File: src/hdl/fre_pkg.sv
// shared types and constants of the fragment reassembly engine
package fre_pkg;

	localparam int ADDR_W      = 17;
	localparam int QUEUE_DEPTH = 2;
	localparam int CFG_IDX_W   = 2;

	localparam logic [CFG_IDX_W-1:0] CFG_TYPE_SUB    = 2'd0;
	localparam logic [CFG_IDX_W-1:0] CFG_TYPE_IR     = 2'd1;
	localparam logic [CFG_IDX_W-1:0] CFG_TYPE_SCRIPT = 2'd2;

	localparam logic [2:0] ST_STORED   = 3'd0;
	localparam logic [2:0] ST_UNENC    = 3'd1;
	localparam logic [2:0] ST_BADTYPE  = 3'd2;
	localparam logic [2:0] ST_RUN      = 3'd3;
	localparam logic [2:0] ST_COMPLETE = 3'd4;
	localparam logic [2:0] ST_READ     = 3'd5;

	typedef struct packed {
		logic [2:0]        kind;
		logic [31:0]       tag;
		logic [7:0]        ptype;
		logic [7:0]        index;
		logic [7:0]        total;
		logic [7:0]        data;
		logic              last;
		logic [ADDR_W-1:0] addr;
		logic              wr_ok;
		logic              mark_ok;
		logic              rd_ok;
	} entry_t;

endpackage

File: src/hdl/fre_queue.sv
// short queue of classified transactions between front and back end
module fre_queue (
	input  logic            clk,
	input  logic            arst_n,
	input  logic            push,
	input  fre_pkg::entry_t push_entry,
	output logic            not_full,
	input  logic            pop,
	output logic            not_empty,
	output fre_pkg::entry_t head
);

	localparam int PW = $clog2(fre_pkg::QUEUE_DEPTH);

	fre_pkg::entry_t slots_q [fre_pkg::QUEUE_DEPTH];
	logic [PW-1:0] wr_ptr_q;
	logic [PW-1:0] rd_ptr_q;
	logic [PW:0]   count_q;

	assign not_full  = count_q != (PW+1)'(fre_pkg::QUEUE_DEPTH);
	assign not_empty = count_q != '0;
	assign head      = slots_q[rd_ptr_q];

	always_ff @(posedge clk) begin
		if (push) begin
			slots_q[wr_ptr_q] <= push_entry;
		end
	end

	always_ff @(posedge clk or negedge arst_n) begin
		if (!arst_n) begin
			wr_ptr_q <= '0;
			rd_ptr_q <= '0;
			count_q  <= '0;
		end else begin
			if (push) begin
				wr_ptr_q <= (wr_ptr_q == PW'(fre_pkg::QUEUE_DEPTH - 1)) ? '0 : wr_ptr_q + 1'b1;
			end
			if (pop) begin
				rd_ptr_q <= (rd_ptr_q == PW'(fre_pkg::QUEUE_DEPTH - 1)) ? '0 : rd_ptr_q + 1'b1;
			end
			case ({push, pop})
				2'b10:   count_q <= count_q + 1'b1;
				2'b01:   count_q <= count_q - 1'b1;
				default: count_q <= count_q;
			endcase
		end
	end

endmodule

File: config.mk
export PLATFORM = sky130hd
export DESIGN_NAME = fre_queue
export DESIGN_NICKNAME = d
export VERILOG_FILES = /design/src/hdl/fre_pkg.sv /design/src/hdl/fre_queue.sv
export SDC_FILE = /design/constraint.sdc
export NUM_CORES = 1
export LEC_CHECK = 0
export BUFFER_PORTS_ARGS = -buffer_cell sky130_fd_sc_hd__buf_4
export CELL_PAD_IN_SITES_DETAIL_PLACEMENT = 0
export CELL_PAD_IN_SITES_GLOBAL_PLACEMENT = 1
export CORE_AREA = 2 2 169 105
export CTS_BUF_LIST = sky130_fd_sc_hd__clkbuf_2
export DETAILED_ROUTE_END_ITERATION = 8
export DIE_AREA = 0 0 171 107
export HOLD_SLACK_MARGIN = 0.05
export PLACE_DENSITY = 0.86
export SYNTH_ARGS = -nofsm -noshare
export SYNTH_HDL_FRONTEND = slang
export SYNTH_SLANG_ARGS = --single-unit
File: constraint.sdc
create_clock -name clk -period 4.5 [get_ports clk]
set_clock_uncertainty 0.1 [all_clocks]
set_input_delay 0.45 -clock clk [delete_from_list [all_inputs] [get_ports clk]]
set_output_delay 0.45 -clock clk [all_outputs]
set_load 0.005 [all_outputs]
==> results of run 1 <==
routing by layer:
layer  global-route usage (%)  vias to the layer above  wire (um)
met4                     3.93                        0        138
met5                        0                        -          0
met2                     24.4                      132       6470
met1                     18.6                     1835       6160
li1                         -                     1713          -
met3                     4.87                       11        791
Yosys cell counts:
library cell	instances	area, um2
and2_1	1	6.26
buf_2	7	35.0
buf_6	3	33.8
dfrtp_1	4	100
edfxtp_1	176	5290
ha_1	1	12.5
inv_1	1	3.75
mux2_2	78	878
mux2_4	10	150
nand2b_1	1	6.26
nor2_1	2	7.51
or2_2	1	6.26
xnor2_1	2	17.5
xor2_1	3	26.3
final cells by class:
| type | count | area [um2] |
|---|---|---|
| Multi-Input combinational cell | 99 | 1120 |
| Clock buffer | 18 | 90.1 |
| Sequential cell | 180 | 5390 |
| Clock inverter | 14 | 123 |
| Tap cell | 234 | 293 |
| Fill cell | 1312 | 7420 |
| Timing Repair Buffer | 276 | 2310 |
| Inverter | 1 | 3.75 |
cell families after synthesis:
| family | Yosys count |
|---|---|
| adders and majority gates | 1 |
| xor gates and xnor gates | 5 |
| muxes | 88 |
| buffers and inverters | 11 |
| DFF | 180 |
| and+or+nand+nor | 5 |
stage by stage:
step	util [%]	power, W	setup slack, ps	instances	hold slack (ps)
finish	55.7	0.00467	1170	822	364
global route	55.7	0.00492	925	822	230
CTS	55.7	0.00473	1050	822	261
detailed placement	48.9	0.00391	1880	698	151
global placement	48.9	0.00388	1910	698	147
floorplan	-	0.00316	1200	290	54.4
flip-flops by register name, indices dropped and copies added (netlist names):
register / flops
wr_ptr_q: 1
rd_ptr_q: 1
count_q: 2
slots_q: 176
power breakdown:
part           switching, W  internal, W  total (W)  leakage (nW)
sequential         0.000227      0.00222    0.00245          1.70
combinational      0.000552     0.000921    0.00147          1.70
clock              0.000580     0.000166   0.000745         0.128
timing repair:
| action | 4_1_cts | 5_1_grt |
|---|---|---|
| endpoints found under the hold margin | 183 | 0 |
| hold buffers | 92 | 0 |
| buffers inserted | 0 | 0 |
how the worst max path moves through the flow:
stage	from	end	cells past startpoint
global placement	rd_ptr_q	head[28]	3
CTS	rd_ptr_q	head[28]	3
detailed placement	rd_ptr_q	head[28]	3
global route	rd_ptr_q	head[46]	3
finish	rd_ptr_q	head[28]	3
floorplan	push	slots_q[0][0]	2
worst reg2reg max path: stages (launching register included):
cell and delay, ps:
dfrtp_1 490, nor2_4 970, buf_12 380
==> out/qor.yml, run 1 <==
status: "finished, final reports clean"
clockBufferDepth: 2
grt_pass1_vias: 3978
overflow: 0
die_area_um2: 18300
fin_crit_ps: 3330
start_util_pct: 39.2
cts.sinks: 180
post-route-cell-area_um2: 9330
place_area_um2: 8200
setup_viol: 0
netlist_instances: 290
gp_congestion: 0.730
syn_nets: 383
yosys_register_bits: 180
reg2reg_depth: 2
ant_nets: 0
worstMarginPinSlew_ps: 1260
synthMuxAreaShare_pct: 15.7
rows: 37
grt_max_degree: 81
route.detailed.drc: 0
cp_common_cell: "buf_4"
r2r-end: "slots_q[0][38]"
drive_gt1_share_pct: 52.0
synth_seq_area_share_pct: 82.0
peakVddDrop_mv: 0.353
ys_types: 14
yosys.area_share.simple_pct: 0.400
critPathLaunchType: "flop"
die_w_um: 171
via_per_inst: 4.49
yosysWarnings: 0
synth_compound_area_share_pct: 0
via_count: 3691
cpMaxStageDelayCell: "dfrtp_4"
cp-end-kind: "output pin"
cp_top_family: "flip-flops"
drt_wl_total_mm: 13.6
cts.htree.levels: 4
wl_per_cell_um: 16.5
hold_class: "in -> reg"
dr.pass1.iters: 4
p_per_area_nw_per_um2: 500
min_path_cells: 2
synth_adder_area_share_pct: 0.190
clock.fmax_mhz: 301
hold_violations: 0
clkTransAtPathRegs_ps: 280
nNetsFinal: 668
grt_first_pass_wirelength_mm: 20.1
grt_usage_pct: 14.7
fin_crit_sh_pct: 73.9
io_pins: 182
cap_violations: 0
synth_top_family_by_area: "multiplexers"
r2r-start: "wr_ptr_q"
crit_required_ps: 3950
p_leak_nw: 3.53
portBuffers: 181
cts_tree: "yes"
slew_headroom_pct: 16.1
drt-initial-drc-count: 222
synth_xor_area_share_pct: 0.667
final_common_cell: "buf_4"
cts_resized: 0
antenna_found_initial: 0
cp.arrival_ps: 2780
cp_cell_sequence: "buf_4 -> mux2_2 -> buf_4"
drv_slew: 0
ff2ff_setup_slack_ps: 2250
critPathKind: "reg -> out"
tns_ps: 0
die_h_um: 107
clock_latency_ps: 670
coreArea_um2: 16800
slowest_delay_ps: 1230
synth_area_per_cell_um2: 22.7
layout_common_cells: "183 x buf_4, 176 x edfxtp_1, 92 x dlygate4sd3_1"
critPathMaxFanout: 80
area_growth_pct: 42.1
path_buf_inv: 2
diodes: 0
whs_endpoint: "slots_q[0][33]"
dpl.hpwl_mm: 8.10
holdCritStartpoint: "push_entry[33]"
cts_root_buf: "clkbuf_2"
syn_area_um2: 6570
rsz0062_at_grt: "false"
cts_made_buffers: 17
Note: power is estimated with default switching activity, not from simulation.
==> run 2, diff against run 1 <==
--- a/config.mk
+++ b/config.mk
@@ -5,15 +5,16 @@
 export SDC_FILE = /design/constraint.sdc
 export NUM_CORES = 1
 export LEC_CHECK = 0
+export ABC_AREA = 1
 export BUFFER_PORTS_ARGS = -buffer_cell sky130_fd_sc_hd__buf_4
 export CELL_PAD_IN_SITES_DETAIL_PLACEMENT = 0
 export CELL_PAD_IN_SITES_GLOBAL_PLACEMENT = 1
-export CORE_AREA = 2 2 169 105
+export CORE_AREA = 2 2 173 107
 export CTS_BUF_LIST = sky130_fd_sc_hd__clkbuf_2
 export DETAILED_ROUTE_END_ITERATION = 8
-export DIE_AREA = 0 0 171 107
+export DIE_AREA = 0 0 175 109
 export HOLD_SLACK_MARGIN = 0.05
-export PLACE_DENSITY = 0.86
+export PLACE_DENSITY = 0.88
 export SYNTH_ARGS = -nofsm -noshare
 export SYNTH_HDL_FRONTEND = slang
 export SYNTH_SLANG_ARGS = --single-unit
==> constraint.sdc (replaced) <==
create_clock -name clk -period 2.81 [get_ports clk]
set_clock_uncertainty 0.1 [all_clocks]
set_input_delay 0.281 -clock clk [delete_from_list [all_inputs] [get_ports clk]]
set_output_delay 0.281 -clock clk [all_outputs]
set_load 0.005 [all_outputs]
==> out/qor.yml, run 2 <==
clock_power_share_pct: 18.1  # was 16.0%
clockBufferDepth: 2  # unchanged
clock_latency_ps: 640  # was 670 ps
post-route-cell-area_um2: 9550  # was 9330 um2
dr.pass1.iters: 4  # unchanged
critPathMaxFanout: 37  # was 80
die_area_um2: 19100  # was 18300 um2
overflow: 0  # unchanged
setup_viol: 0  # unchanged
largest_register: "slots_q"  # unchanged
antenna_found_initial: 0  # unchanged
p_per_area_nw_per_um2: 820  # was 500 nW/um2
die_w_um: 175  # was 171 um
synth_seq_area_share_pct: 80.1  # was 82.0%
synth_area_per_cell_um2: 13.9  # was 22.7 um2
fin_crit_sh_pct: 89.0
slew_headroom_pct: 55.2  # was 16.1%
rows: 38  # was 37
critPathKind: "reg -> out"  # unchanged
rsz0062_at_grt: "false"  # unchanged
p_seq_share_pct: 48.1  # was 52.5%
nNetsFinal: 858  # was 668
p_int_w: 0.00538  # was 0.00331 W
worstMarginPinSlew_ps: 671  # was 1260 ps
via_per_inst: 4.29  # was 4.49
yosys_register_bits: 180  # unchanged
hold_class: "in -> reg"  # unchanged
ant_nets: 0  # unchanged
layout_common_cells: "188 x buf_4, 176 x edfxtp_1, 95 x nand2_1"  # was 183 x buf_4, 176 x edfxtp_1, 92 x dlygate4sd3_1
switching_share_pct: 31.4  # was 29.1%
switchingPower_w: 0.00246  # was 0.00136 W
comb_power_share_pct: 33.9  # was 31.6%
grt_pass1_vias: 4388  # was 3978
fin_crit_ps: 2500
io_pins: 182  # unchanged
cts.htree.levels: 4  # unchanged
yosysWarnings: 0  # unchanged
via_count: 4370  # was 3691
cts.sinks: 180  # unchanged
cts_tree: "yes"  # unchanged
dpl.hpwl_mm: 8.82  # was 8.10 mm
portBuffers: 181  # unchanged
drt-initial-drc-count: 259  # was 222
cap_violations: 0  # unchanged
die_h_um: 109  # was 107 um
grt_max_degree: 57  # was 81
grt_usage_pct: 15.1  # was 14.7%
synth_edf_count: 176  # unchanged
reg_top3: "slots_q (176), count_q (2)"  # unchanged
peakVddDrop_mv: 0.447  # was 0.353 mV
synth_top_area_share_pct: 78.6  # was 80.5%
area_growth_pct: 42.0  # was 42.1%
start_util_pct: 38.1  # was 39.2%
yosysTopAreaCell: "edfxtp_1"  # unchanged
clock.fmax_mhz: 400
critPathLaunchType: "flop"  # unchanged
hold_violations: 0  # unchanged
cp-end-kind: "output pin"  # unchanged
synth_ff_type: "edfxtp_1"  # unchanged
drt_wl_total_mm: 14.4  # was 13.6 mm
cts_root_buf: "clkbuf_2"  # unchanged
cts_made_buffers: 17  # unchanged
synthTopCellsByCount: "176 x edfxtp_1, 95 x nand2_1, 94 x inv_1"  # was 176 x edfxtp_1, 78 x mux2_2, 10 x mux2_4
place_area_um2: 8330  # was 8200 um2
netlist_instances: 483  # was 290
syn_area_um2: 6730  # was 6570 um2
route.detailed.drc: 0  # unchanged
diodes: 0  # unchanged
status: "finished, final reports clean"  # unchanged
final_common_cell: "buf_4"  # unchanged
largest_register_ffs: 176  # unchanged
p_leak_nw: 4.03  # was 3.53 nW
synth_async_sr_flop_share_pct: 2.22  # unchanged
gp_congestion: 0.728  # was 0.730
coreArea_um2: 17600  # was 16800 um2
cts_resized: 0  # unchanged
cp.arrival_ps: 2120  # was 2780 ps
drive_gt1_share_pct: 28.9  # was 52.0%
synth_top_cells_by_area: "edfxtp_1 79%, o21ai_0 6.5%, nand2_1 5.3%"  # was edfxtp_1 80%, mux2_2 13%, mux2_4 2.3%
grt_first_pass_wirelength_mm: 22.0  # was 20.1 mm
wl_per_cell_um: 14.1  # was 16.5 um
crit_required_ps: 2430  # was 3950 ps
tns_ps: 0  # unchanged
syn_nets: 576  # was 383
drv_slew: 0  # unchanged
ys_types: 15  # was 14
clkTransAtPathRegs_ps: 290  # was 280 ps
post-synth-top-count-cell: "edfxtp_1"  # unchanged
run 2: worst max-delay path: stages (launching register included):
cell and delay [ps]:
dfrtp_4 730, buf_4 380, nand2_1 100, o21ai_0 110
buf_4 150
run 2: area by class of cell:
class	count	area, um2
fillers	1456	8090
flip-flops and latches	180	5390
repair buffers	282	2380
multi-input cells	190	858
inverters	94	354
well taps	240	300
clock inverters	12	171
clock buffers	20	100
run 2: through the flow:
stage	total power, W	hold slack [ps]	std cells	utilization, %	setup WS, ps
CTS	0.00786	98.0	1017	54.0	101
global route	0.00837	70.7	1018	54.2	45.2
floorplan	0.00496	-115	483	-	92.6
detailed placement	0.00633	-16.1	893	47.2	916
finish	0.00784	189	1018	54.2	309
global placement	0.00626	-16.9	893	47.2	967
run 2: cells by family after synthesis:
group	synth area share (%)
flip-flops	80.1
buffers and inverters	7.27
AND/OR/NAND/NOR	5.53
AO/OA/AOI/OAI	6.55
XOR/XNOR	0.391
adder cells (fa/ha/maj)	0.186
run 2: final timing paths:
path / slack, ps / from / end / cells after the start
setup / recovery: 310 / rd_ptr_q / head[35] / 4
hold / removal: 190 / push_entry[49] / slots_q[0][49] / 2
setup reg to reg: 1170 / wr_ptr_q / slots_q[1][31] / 3
hold reg to reg: 430 / count_q[0] / count_q[0] / 1
max in group asynchronous: 2010 / arst_n / rd_ptr_q / 3
min in group asynchronous: 360 / arst_n / count_q[1] / 3
run 2: metal layers:
layer	up-vias	share of wire (%)	global-route usage, %	wire, um
met1	2044	45	19.6	6490
met4	0	0.29	3.69	42
met5	-	0	0	0
met3	7	6.7	4.67	959
li1	2181	-	-	-
met2	138	48	25.1	6880
run 2: power groups by stage:
| stage | clock network [W] | logic [W] | registers, W |
|---|---|---|---|
| 6_report | 0.00142 | 0.00265 | 0.00377 |
| 4_1_cts | 0.00148 | 0.00258 | 0.00380 |
| 5_1_grt | 0.00159 | 0.00296 | 0.00382 |
| 2_1_floorplan | 0 | 0.00121 | 0.00375 |
| 3_5_place_dp | 0 | 0.00247 | 0.00387 |
| 3_3_place_gp | 0 | 0.00242 | 0.00385 |
run 2: what timing repair did:
item,in CTS,in global routing
setup buffers,0,1
setup endpoints to repair,0,28
hold buffers,92,0
hold endpoints to repair,184,0
