==> config.mk <==
export PLATFORM = sky130hd
export DESIGN_NAME = fre_front
export DESIGN_NICKNAME = d
export VERILOG_FILES = /design/src/hdl/fre_pkg.sv /design/src/hdl/fre_front.sv
export SDC_FILE = /design/constraint.sdc
export NUM_CORES = 1
export LEC_CHECK = 0
export ABC_AREA = 1
export BUFFER_PORTS_ARGS = -buffer_cell sky130_fd_sc_hd__buf_4
export CAP_MARGIN = 30
export CORE_AREA = 2 2 86 88
export CTS_CLUSTER_SIZE = 40
export DETAILED_ROUTE_END_ITERATION = 8
export DIE_AREA = 0 0 88 90
export PLACE_DENSITY = 0.7
export SETUP_SLACK_MARGIN = 0.5
export SYNTH_ARGS = -nofsm -noshare
export SYNTH_HDL_FRONTEND = slang
export SYNTH_SLANG_ARGS = --single-unit
==> constraint.sdc <==
create_clock -name clk -period 1.2 [get_ports clk]
set_input_delay 0.18 -clock clk [delete_from_list [all_inputs] [get_ports clk]]
set_output_delay 0.18 -clock clk [all_outputs]
set_load 0.01 [all_outputs]
==> src/hdl/fre_pkg.sv <==
// shared types and constants of the fragment reassembly engine
package fre_pkg;

	localparam int ADDR_W      = 17;
	localparam int QUEUE_DEPTH = 2;
	localparam int CFG_IDX_W   = 2;

	localparam logic [CFG_IDX_W-1:0] CFG_TYPE_SUB    = 2'd0;
	localparam logic [CFG_IDX_W-1:0] CFG_TYPE_IR     = 2'd1;
	localparam logic [CFG_IDX_W-1:0] CFG_TYPE_SCRIPT = 2'd2;

	localparam logic [2:0] ST_STORED   = 3'd0;
	localparam logic [2:0] ST_UNENC    = 3'd1;
	localparam logic [2:0] ST_BADTYPE  = 3'd2;
	localparam logic [2:0] ST_RUN      = 3'd3;
	localparam logic [2:0] ST_COMPLETE = 3'd4;
	localparam logic [2:0] ST_READ     = 3'd5;

	typedef struct packed {
		logic [2:0]        kind;
		logic [31:0]       tag;
		logic [7:0]        ptype;
		logic [7:0]        index;
		logic [7:0]        total;
		logic [7:0]        data;
		logic              last;
		logic [ADDR_W-1:0] addr;
		logic              wr_ok;
		logic              mark_ok;
		logic              rd_ok;
	} entry_t;

endpackage

==> src/hdl/fre_front.sv <==
// front end: type code registers and classification of incoming transactions
module fre_front #(
	parameter int CHUNK_BYTES   = 32,
	parameter int BUFFER_BYTES  = 4096,
	parameter int MAX_FRAGMENTS = 129
) (
	input  logic                           clk,
	input  logic                           arst_n,
	input  logic                           cfg_wr_en,
	input  logic [fre_pkg::CFG_IDX_W-1:0]  cfg_index,
	input  logic [7:0]                     cfg_data,
	input  logic                           mode,
	input  logic [31:0]                    name_tag,
	input  logic [7:0]                     payload_type,
	input  logic [7:0]                     frag_index,
	input  logic [7:0]                     frag_total,
	input  logic                           encrypted,
	input  logic [4:0]                     byte_pos,
	input  logic [7:0]                     data_byte,
	input  logic                           byte_valid,
	input  logic                           last_beat,
	input  logic [11:0]                    read_address,
	output fre_pkg::entry_t                entry
);

	logic [7:0] type_sub_q;
	logic [7:0] type_ir_q;
	logic [7:0] type_script_q;
	logic [fre_pkg::ADDR_W-1:0] wr_addr;
	logic [fre_pkg::ADDR_W-1:0] rd_addr;
	logic type_ok;

	always_ff @(posedge clk or negedge arst_n) begin
		if (!arst_n) begin
			type_sub_q    <= 8'd0;
			type_ir_q     <= 8'd1;
			type_script_q <= 8'd2;
		end else if (cfg_wr_en) begin
			case (cfg_index)
				fre_pkg::CFG_TYPE_SUB:    type_sub_q    <= cfg_data;
				fre_pkg::CFG_TYPE_IR:     type_ir_q     <= cfg_data;
				fre_pkg::CFG_TYPE_SCRIPT: type_script_q <= cfg_data;
				default: ;
			endcase
		end
	end

	assign type_ok = (payload_type == type_sub_q) || (payload_type == type_ir_q) ||
		(payload_type == type_script_q);
	assign wr_addr = fre_pkg::ADDR_W'(frag_index) * fre_pkg::ADDR_W'(CHUNK_BYTES) +
		fre_pkg::ADDR_W'(byte_pos);
	assign rd_addr = fre_pkg::ADDR_W'(read_address);

	always_comb begin
		entry         = '0;
		entry.tag     = name_tag;
		entry.ptype   = payload_type;
		entry.index   = frag_index;
		entry.total   = frag_total;
		entry.data    = data_byte;
		entry.last    = last_beat;
		entry.addr    = wr_addr;
		entry.mark_ok = fre_pkg::ADDR_W'(frag_index) < fre_pkg::ADDR_W'(MAX_FRAGMENTS);
		entry.wr_ok   = byte_valid && entry.mark_ok &&
			(fre_pkg::ADDR_W'(byte_pos) < fre_pkg::ADDR_W'(CHUNK_BYTES)) &&
			(wr_addr < fre_pkg::ADDR_W'(BUFFER_BYTES));
		entry.rd_ok   = 1'b0;
		if (mode) begin
			entry.kind  = fre_pkg::ST_READ;
			entry.ptype = 8'd0;
			entry.addr  = rd_addr;
			entry.wr_ok = 1'b0;
			entry.rd_ok = rd_addr < fre_pkg::ADDR_W'(BUFFER_BYTES);
		end else if (!encrypted) begin
			entry.kind  = fre_pkg::ST_UNENC;
		end else if (!type_ok) begin
			entry.kind  = fre_pkg::ST_BADTYPE;
		end else if (!byte_valid && frag_total <= 8'd1) begin
			entry.kind  = fre_pkg::ST_RUN;
		end else begin
			entry.kind  = fre_pkg::ST_STORED;
		end
	end

endmodule

==> results of run 1 <==
==> final cells by class <==
class                           count  area [µm²]  share of cell area, %
Inverter                           36         170                   5.63
Sequential cell                    24         603                   20.0
Timing Repair inverter              1        8.76                  0.290
Multi-Input combinational cell    178        1050                   34.8
Tap cell                           99         124                   4.10
Clock buffer                        4        55.1                   1.82
Timing Repair Buffer              109        1010                   33.4
==> logic make-up (layout without fill, tap and decap cells) <==
group | after synthesis | count (layout) | share of synthesized area [%]
xor+xnor | 13 | 13 | 5.63
simple gates | 131 | 131 | 25.0
flops | 24 | 24 | 29.8
compound gates | 30 | 30 | 7.80
buf+inv | 105 | 150 | 31.6
other cells | 1 | 4 | 0.185
==> worst min path at each step <==
stage	slack, ns	start	cells after the start	end
floorplan	-0.12	arst_n	0	type_ir_q[1]
global placement	0.09	arst_n	1	type_script_q[6]
detailed placement	0.1	arst_n	1	type_script_q[6]
CTS	0.17	cfg_data[0]	3	type_ir_q[0]
global route	0.19	cfg_data[5]	3	type_sub_q[5]
finish	0.17	cfg_data[0]	3	type_ir_q[0]
==> layout by cell type, fill, tap and decap left out <==
cell type | Yosys | routed
inv_2 | 0 | 7
dlygate4sd3_1 | 0 | 1
clkinv_4 | 0 | 1
nand2_4 | 0 | 14
xnor2_1 | 13 | 13
o21ai_2 | 0 | 4
buf_8 | 0 | 2
buf_16 | 0 | 2
buf_6 | 0 | 29
clkinv_8 | 0 | 1
inv_4 | 0 | 4
dfstp_2 | 2 | 2
buf_4 | 63 | 73
nand2_2 | 0 | 11
inv_12 | 0 | 1
nand3_1 | 2 | 1
clkbuf_8 | 0 | 4
a21oi_2 | 1 | 1
nand2_1 | 106 | 81
buf_12 | 0 | 2
nand4_1 | 1 | 1
o21ai_0 | 28 | 6
conb_1 | 1 | 4
o41ai_2 | 0 | 1
nor4_1 | 1 | 1
nand3_4 | 0 | 1
nor2_4 | 0 | 12
inv_1 | 35 | 23
nand3_2 | 1 | 1
dfrtp_1 | 22 | 22
nor2_1 | 20 | 8
o21ai_1 | 0 | 18
==> stage by stage <==
step / hold WS [ns] / setup slack (ns) / area [µm²]
floorplan: -0.116 / -0.000137 / 2300
global placement: 0.0900 / -0.150 / 2660
detailed placement: 0.0976 / -0.165 / 2660
CTS: 0.172 / -0.443 / 2970
global route: 0.190 / -0.551 / 3020
finish: 0.171 / -0.449 / 3020
==> power breakdown <==
group / internal, µW / switching [µW]
registers: 946 / 95.8
logic: 543 / 491
clock network: 294 / 263
==> worst min-delay path, delay by kind of cell <==
family | cells | cell delay, ns
buffers and inverters | 2 | 0.19
AOI/OAI and AO/OA | 1 | 0.07
==> state kept, by name, indices dropped and copies added, names as in the netlist <==
name and count:
type_ir_q 8, type_script_q 8, type_sub_q 8
==> routing by layer <==
layer | up-vias | track usage [%] | routed length (µm)
li1 | 944 | - | -
met2 | 99 | 26.6 | 3010
met3 | 9 | 2.48 | 440
met5 | - | 0 | 0
met1 | 837 | 14.6 | 1990
met4 | 0 | 2.56 | 68
==> timing repair <==
action | CTS | global route
setup endpoints to repair | 28 | 44
setup buffers | 2 | 0
cloned | 1 | 0
endpoints found under the hold margin | 22 | 0
gates resized for setup | 65 | 20
pin swaps | 15 | 8
hold buffers | 1 | 0
==> summary.txt, run 1 <==
Outcome
  – Status: finished, violations left
  – Failing checks: setup timing

Logic synthesis
  – Largest cells by area after synthesis: dfrtp_1, buf_4, nand2_1
  – EDFF count, synth: 0
  – Synth top area share: 27.2%
  – Largest area contributor in the netlist: dfrtp_1
  – Mapped Area: between 2000 and 2500 µm²
  – Register area share after synthesis: 29.8%
  – Avg Synthesized Cell Area: between 6 and 7 µm²
  – Count of different cell masters after synthesis: 17
  – Synth Flop Type: dfrtp_1
  – Synth top cells by count: nand2_1, buf_4, inv_1
  – Yosys warning count: 0
  – Async S/R FF share, synth: 100%
  – Synthesized instance count: 304
  – Post-synthesis register bit count: 24
  – Top-count cell post-synth: nand2_1

Clock network
  – Cts bufs inserted: 3
  – TritonCTS clock tree: built
  – Clock root buffer: clkbuf_8
  – Clock Tree Buf Depth: 2
  – Clk sink count: 24
  – Clock transition at path regs: 0.09 ns
  – Skew-Pair Late Insertion Delay: around 0.27 ns
  – CTS H-tree depth: 1

Setup path
  – CP Depth: 9
  – Slowest stage delay, CP: roughly 0.55 ns
  – Crit-path leading delay family: flip-flops
  – CP Capture Point: entry[86]
  – R2R depth: 3
  – CP max stage cell: dfstp_2
  – Worst-path fanout max: 3
  – Worst endpoint data arrival time: roughly 1.5 ns
  – Setup crit end kind: primary output
  – Most used cell, CP: nand2_1
  – CP required: ~1.0 ns
  – Reg2Reg Capture Point: type_ir_q[0]
  – Crit start category: register
  – Setup Crit Path Kind: register to primary output
  – Worst R2R Setup Slack: 0.36 ns
  – Worst path bufs/invs: 2
  – Reg-to-Reg Start: type_ir_q[0]
  – CP cell instances: inv_2 > nand2_1 > nand2_1 > nand2_1 > nor2_1 > nand2_1 > nand3_2 > a21oi_2 > buf_4
  – Worst Setup SP: type_script_q[1]

Floorplan
  – Die Height: 90 µm
  – Num ports: ~190
  – Die area: 7920 µm²
  – Row cnt: 31
  – Core Area: between 7000 and 8000 µm²
  – Starting Density: just under 30%
  – Width of the die: a little under 90 µm

Placement
  – Placed cells: between 400 and 500
  – Placer Congestion: 0.771
  – I/O Buffers: 97
  – DPL Wire Length: approximately 4500 µm

Pwr
  – Cell Pwr Density: just under 900 nW/µm²
  – Power Total: 2630 µW
  – Leak Pwr: between 0.0015 and 0.002 µW
  – Worst vdd ir: roughly 0.71 mV

Finish
  – Layout Nets: 451
  – P&R area growth vs syn: 49.4%
  – Layout cells sized above 1: approximately half
  – Final non-filler cell total: around 450
  – ANT cells: 0
  – Layout Utilization: 43.0%
  – Fill count: ~710

Timing
  – Final setup viols: 2
  – Clk_skew: 0 ns
  – Final cycle utilization of the critical path: 137%
  – Max Clk Rate: approximately 0.61 GHz
  – Hold Violations, Final: 0
  – Worst setup margin: -0.449 ns
  – Crit path time final: about 1.6 ns
  – Slew Viols, Final: 0
  – Setup TNS: -0.887 ns
  – Unrepaired setup endpoints after global routing: true

Global route
  – Largest net degree at the start of global routing: 25
  – Global-route wire length before repair: 8630 µm
  – GRT Residual Overflow: 0
  – Total track usage: between 10 and 15%
  – Number of global-route vias before repair: 1872
  – Initial antenna violation count: 0

Route
  – ANT nets after route: 0
  – Via Count: around 1900
  – Residual DRC count: 0
  – WL final: between 5000 and 6000 µm
  – DRT Pass-1 Iters: 4
  – Wire per inst: approximately 12 µm
  – Vias per cell: 4.19
  – 1st-iter DRT viols: 39

Worst hold path
  – Tightest Hold Check Type: input port to register

Run
  – Max-cap viol count: 0
(Power assumes the default switching activity.)
==> run 2, diff against run 1 <==
Settings changed: PLACE_DENSITY 0.7 to 0.67.
Clock period 1.2 ns to 1.6 ns, I/O delays scaled along.
==> run 2 against run 1 <==
The run still ends with setup timing left. Worst setup slack better by 0.35 ns. Cell count fell by 2.0%. Clock-buffer cell count down 1. Highest routed layer unchanged.
==> summary.txt, run 2 (synthesis results as in run 1) <==
Outcome
  – Status: finished, violations left
  – Failing checks: setup timing

Finish
  – P&R area growth vs syn: 27.4%
  – Layout cells sized above 1: between 30 and 40%
  – Largest registers: type_ir_q: 8 flops, type_script_q: 8 flops, type_sub_q: 8 flops
  – Commonest non-fill, non-tap cell in the layout: nand2_1
  – Layout Nets: between 400 and 500
  – ANT cells: 0
  – Fill count: about 760
  – Commonest non-fill, non-tap cells in the layout: nand2_1, buf_4, inv_1

Pwr
  – Int Power: roughly 1400 µW
  – Switch Pwr: around 560 µW
  – Flop pwr share: about two fifths
  – Combinational share of power: 32.4%
  – Cell Pwr Density: around 750 nW/µm²
  – Sw Share: 29.1%
  – Power Total: 1930 µW
  – Leak Pwr: around 0.0014 µW
  – Worst vdd ir: 0.386 mV
  – Clock Power Share: a little over a quarter

Route
  – Residual DRC count: 0
  – Via Count: between 1500 and 2000
  – 1st-iter DRT viols: slightly above 70
  – DRT Pass-1 Iters: 5
  – WL final: a little under 6000 µm
  – Vias per cell: approximately 4.2
  – Wire per inst: ~13 µm
  – ANT nets after route: 0

Placement
  – Placer Congestion: 0.867
  – DPL Wire Length: 4900 µm
  – I/O Buffers: between 90 and 100

Timing
  – Hold Violations, Final: 0
  – Crit path time final: about 1.7 ns
  – Slew Viols, Final: 0
  – Unrepaired setup endpoints after global routing: true
  – Clk_skew: 0 ns
  – Worst setup margin: -0.103 ns
  – Max Clk Rate: about 0.6 GHz
  – Actual slew at the worst max-slew pin: approximately 0.52 ns
  – Final setup viols: 2
  – Final cycle utilization of the critical path: 106%
  – Worst rel slew slack: about two thirds
  – Min Hold Slack: roughly 0.25 ns

Setup path
  – Worst R2R Setup Slack: 0.83 ns
  – Most used cell, CP: nand2_1
  – Worst path bufs/invs: 1
  – Reg2Reg Capture Point: type_script_q[1]
  – Reg-to-Reg Start: type_script_q[1]
  – Setup crit end kind: primary output
  – Worst-path fanout max: 3
  – Slowest stage delay, CP: approximately 0.56 ns
  – Setup Crit Path Kind: register to primary output
  – Crit-path leading delay family: flip-flops
  – Worst endpoint data arrival time: 1.46 ns
  – CP max stage cell: dfstp_2
  – CP cell instances: nand2_1 > nand2_1 > nand2_1 > nor2_1 > nand2_1 > nand3_2 > nand2_1 > nand2_2 > buf_6
  – Crit start category: register
  – CP required: approximately 1.4 ns
  – R2R depth: 2

Floorplan
  – Core Area: between 7000 and 8000 µm²
  – Starting Density: between 20% and 30%
  – Num ports: 186
  – Die Height: around 90 µm
  – Width of the die: 88 µm
  – Row cnt: 31
  – Die area: between 7000 and 8000 µm²

Worst hold path
  – Worst min-delay path endpoint: type_script_q[1]
  – Tightest Hold Check Type: input port to register
  – Hold Crit Start: cfg_data[1]
  – Hold Path Depth: 3

Global route
  – Largest net degree at the start of global routing: 25
  – Initial antenna violation count: 0
  – Total track usage: around 14%
  – Global-route wire length before repair: between 8000 and 9000 µm
  – GRT Residual Overflow: 0
  – Number of global-route vias before repair: between 1500 and 2000

Clock network
  – CTS H-tree depth: 1
  – Total setup buffers inserted after CTS: 0
  – Clock root buffer: clkbuf_8
  – Clock Tree Buf Depth: 2
  – Cts bufs inserted: 3
  – Skew-Pair Late Insertion Delay: roughly 0.26 ns
  – Clock transition at path regs: around 0.080 ns
  – Clk sink count: 24
  – TritonCTS clock tree: built

Run
  – Max-cap viol count: 0
==> run 2: cell count changes in the layout (fill, tap and decap cells not counted), moves of 12 or more <==
cell	before	now
o21ai_0	6	28
nor2_4	12	0
o21ai_1	18	0
buf_4	73	92
nand2_1	81	105
buf_6	29	3
nand2_4	14	0
==> run 2: routing by layer <==
layer	routed length (µm)	up-vias	track usage, %
met1	2190	833	14.7
met2	3070	94	26.8
li1	-	925	-
met3	456	10	2.57
met4	70	0	3.46
met5	0	-	0
==> run 2: final cells by class <==
cell class	instances	area [µm²]	area share, %
timing repair buffer	101	825	32.0
inverter	36	145	5.64
multi-input combinational	178	807	31.3
clock inverter	1	30.0	1.17
clock buffer	3	41.3	1.60
sequential	24	603	23.4
tap	99	124	4.81
==> run 2: what timing repair did <==
action                                  CTS  global route
pin swaps                                 1             0
endpoints found under the setup margin   17             8
gates resized for setup                  19             5
hold buffers                              1             0
hold endpoints to repair                 22             0
cloned                                    0             1
==> run 2: how the worst max path moves through the flow <==
stage / from / endpoint / slack, ns / cells past startpoint
after floorplan: type_script_q[1] / entry[86] / 0.34 / 8
after global placement: byte_valid / entry[85] / 0.12 / 7
after detailed placement: byte_valid / entry[86] / 0.09 / 5
after CTS: type_script_q[1] / entry[86] / -0.12 / 9
after global routing: type_ir_q[0] / entry[86] / -0.22 / 9
final: type_script_q[1] / entry[85] / -0.10 / 9
==> run 2: metrics by stage <==
stage          cells  setup WS [ns]  cell area, µm²  util [%]  setup TNS, ns
4_1_cts          441         -0.124            2530      36.1         -0.238
5_1_grt          442         -0.222            2570      36.7         -0.432
6_report         442         -0.103            2570      36.7         -0.203
3_3_place_gp     436          0.117            2400      34.2              0
2_1_floorplan    307          0.340            2040         -              0
3_5_place_dp     436         0.0905            2400      34.2              0
==> run 2: power groups by stage <==
stage	combinational, µW	sequential [µW]	clock, µW
finish	626	785	519
CTS	623	784	531
global route	707	799	563
global placement	591	788	0
floorplan	460	775	0
detailed placement	603	795	0
==> run 2: worst min-delay path, cell delays in order <==
cell and delay, ns:
buf_4 0.11, inv_1 0.07, o21ai_0 0.09
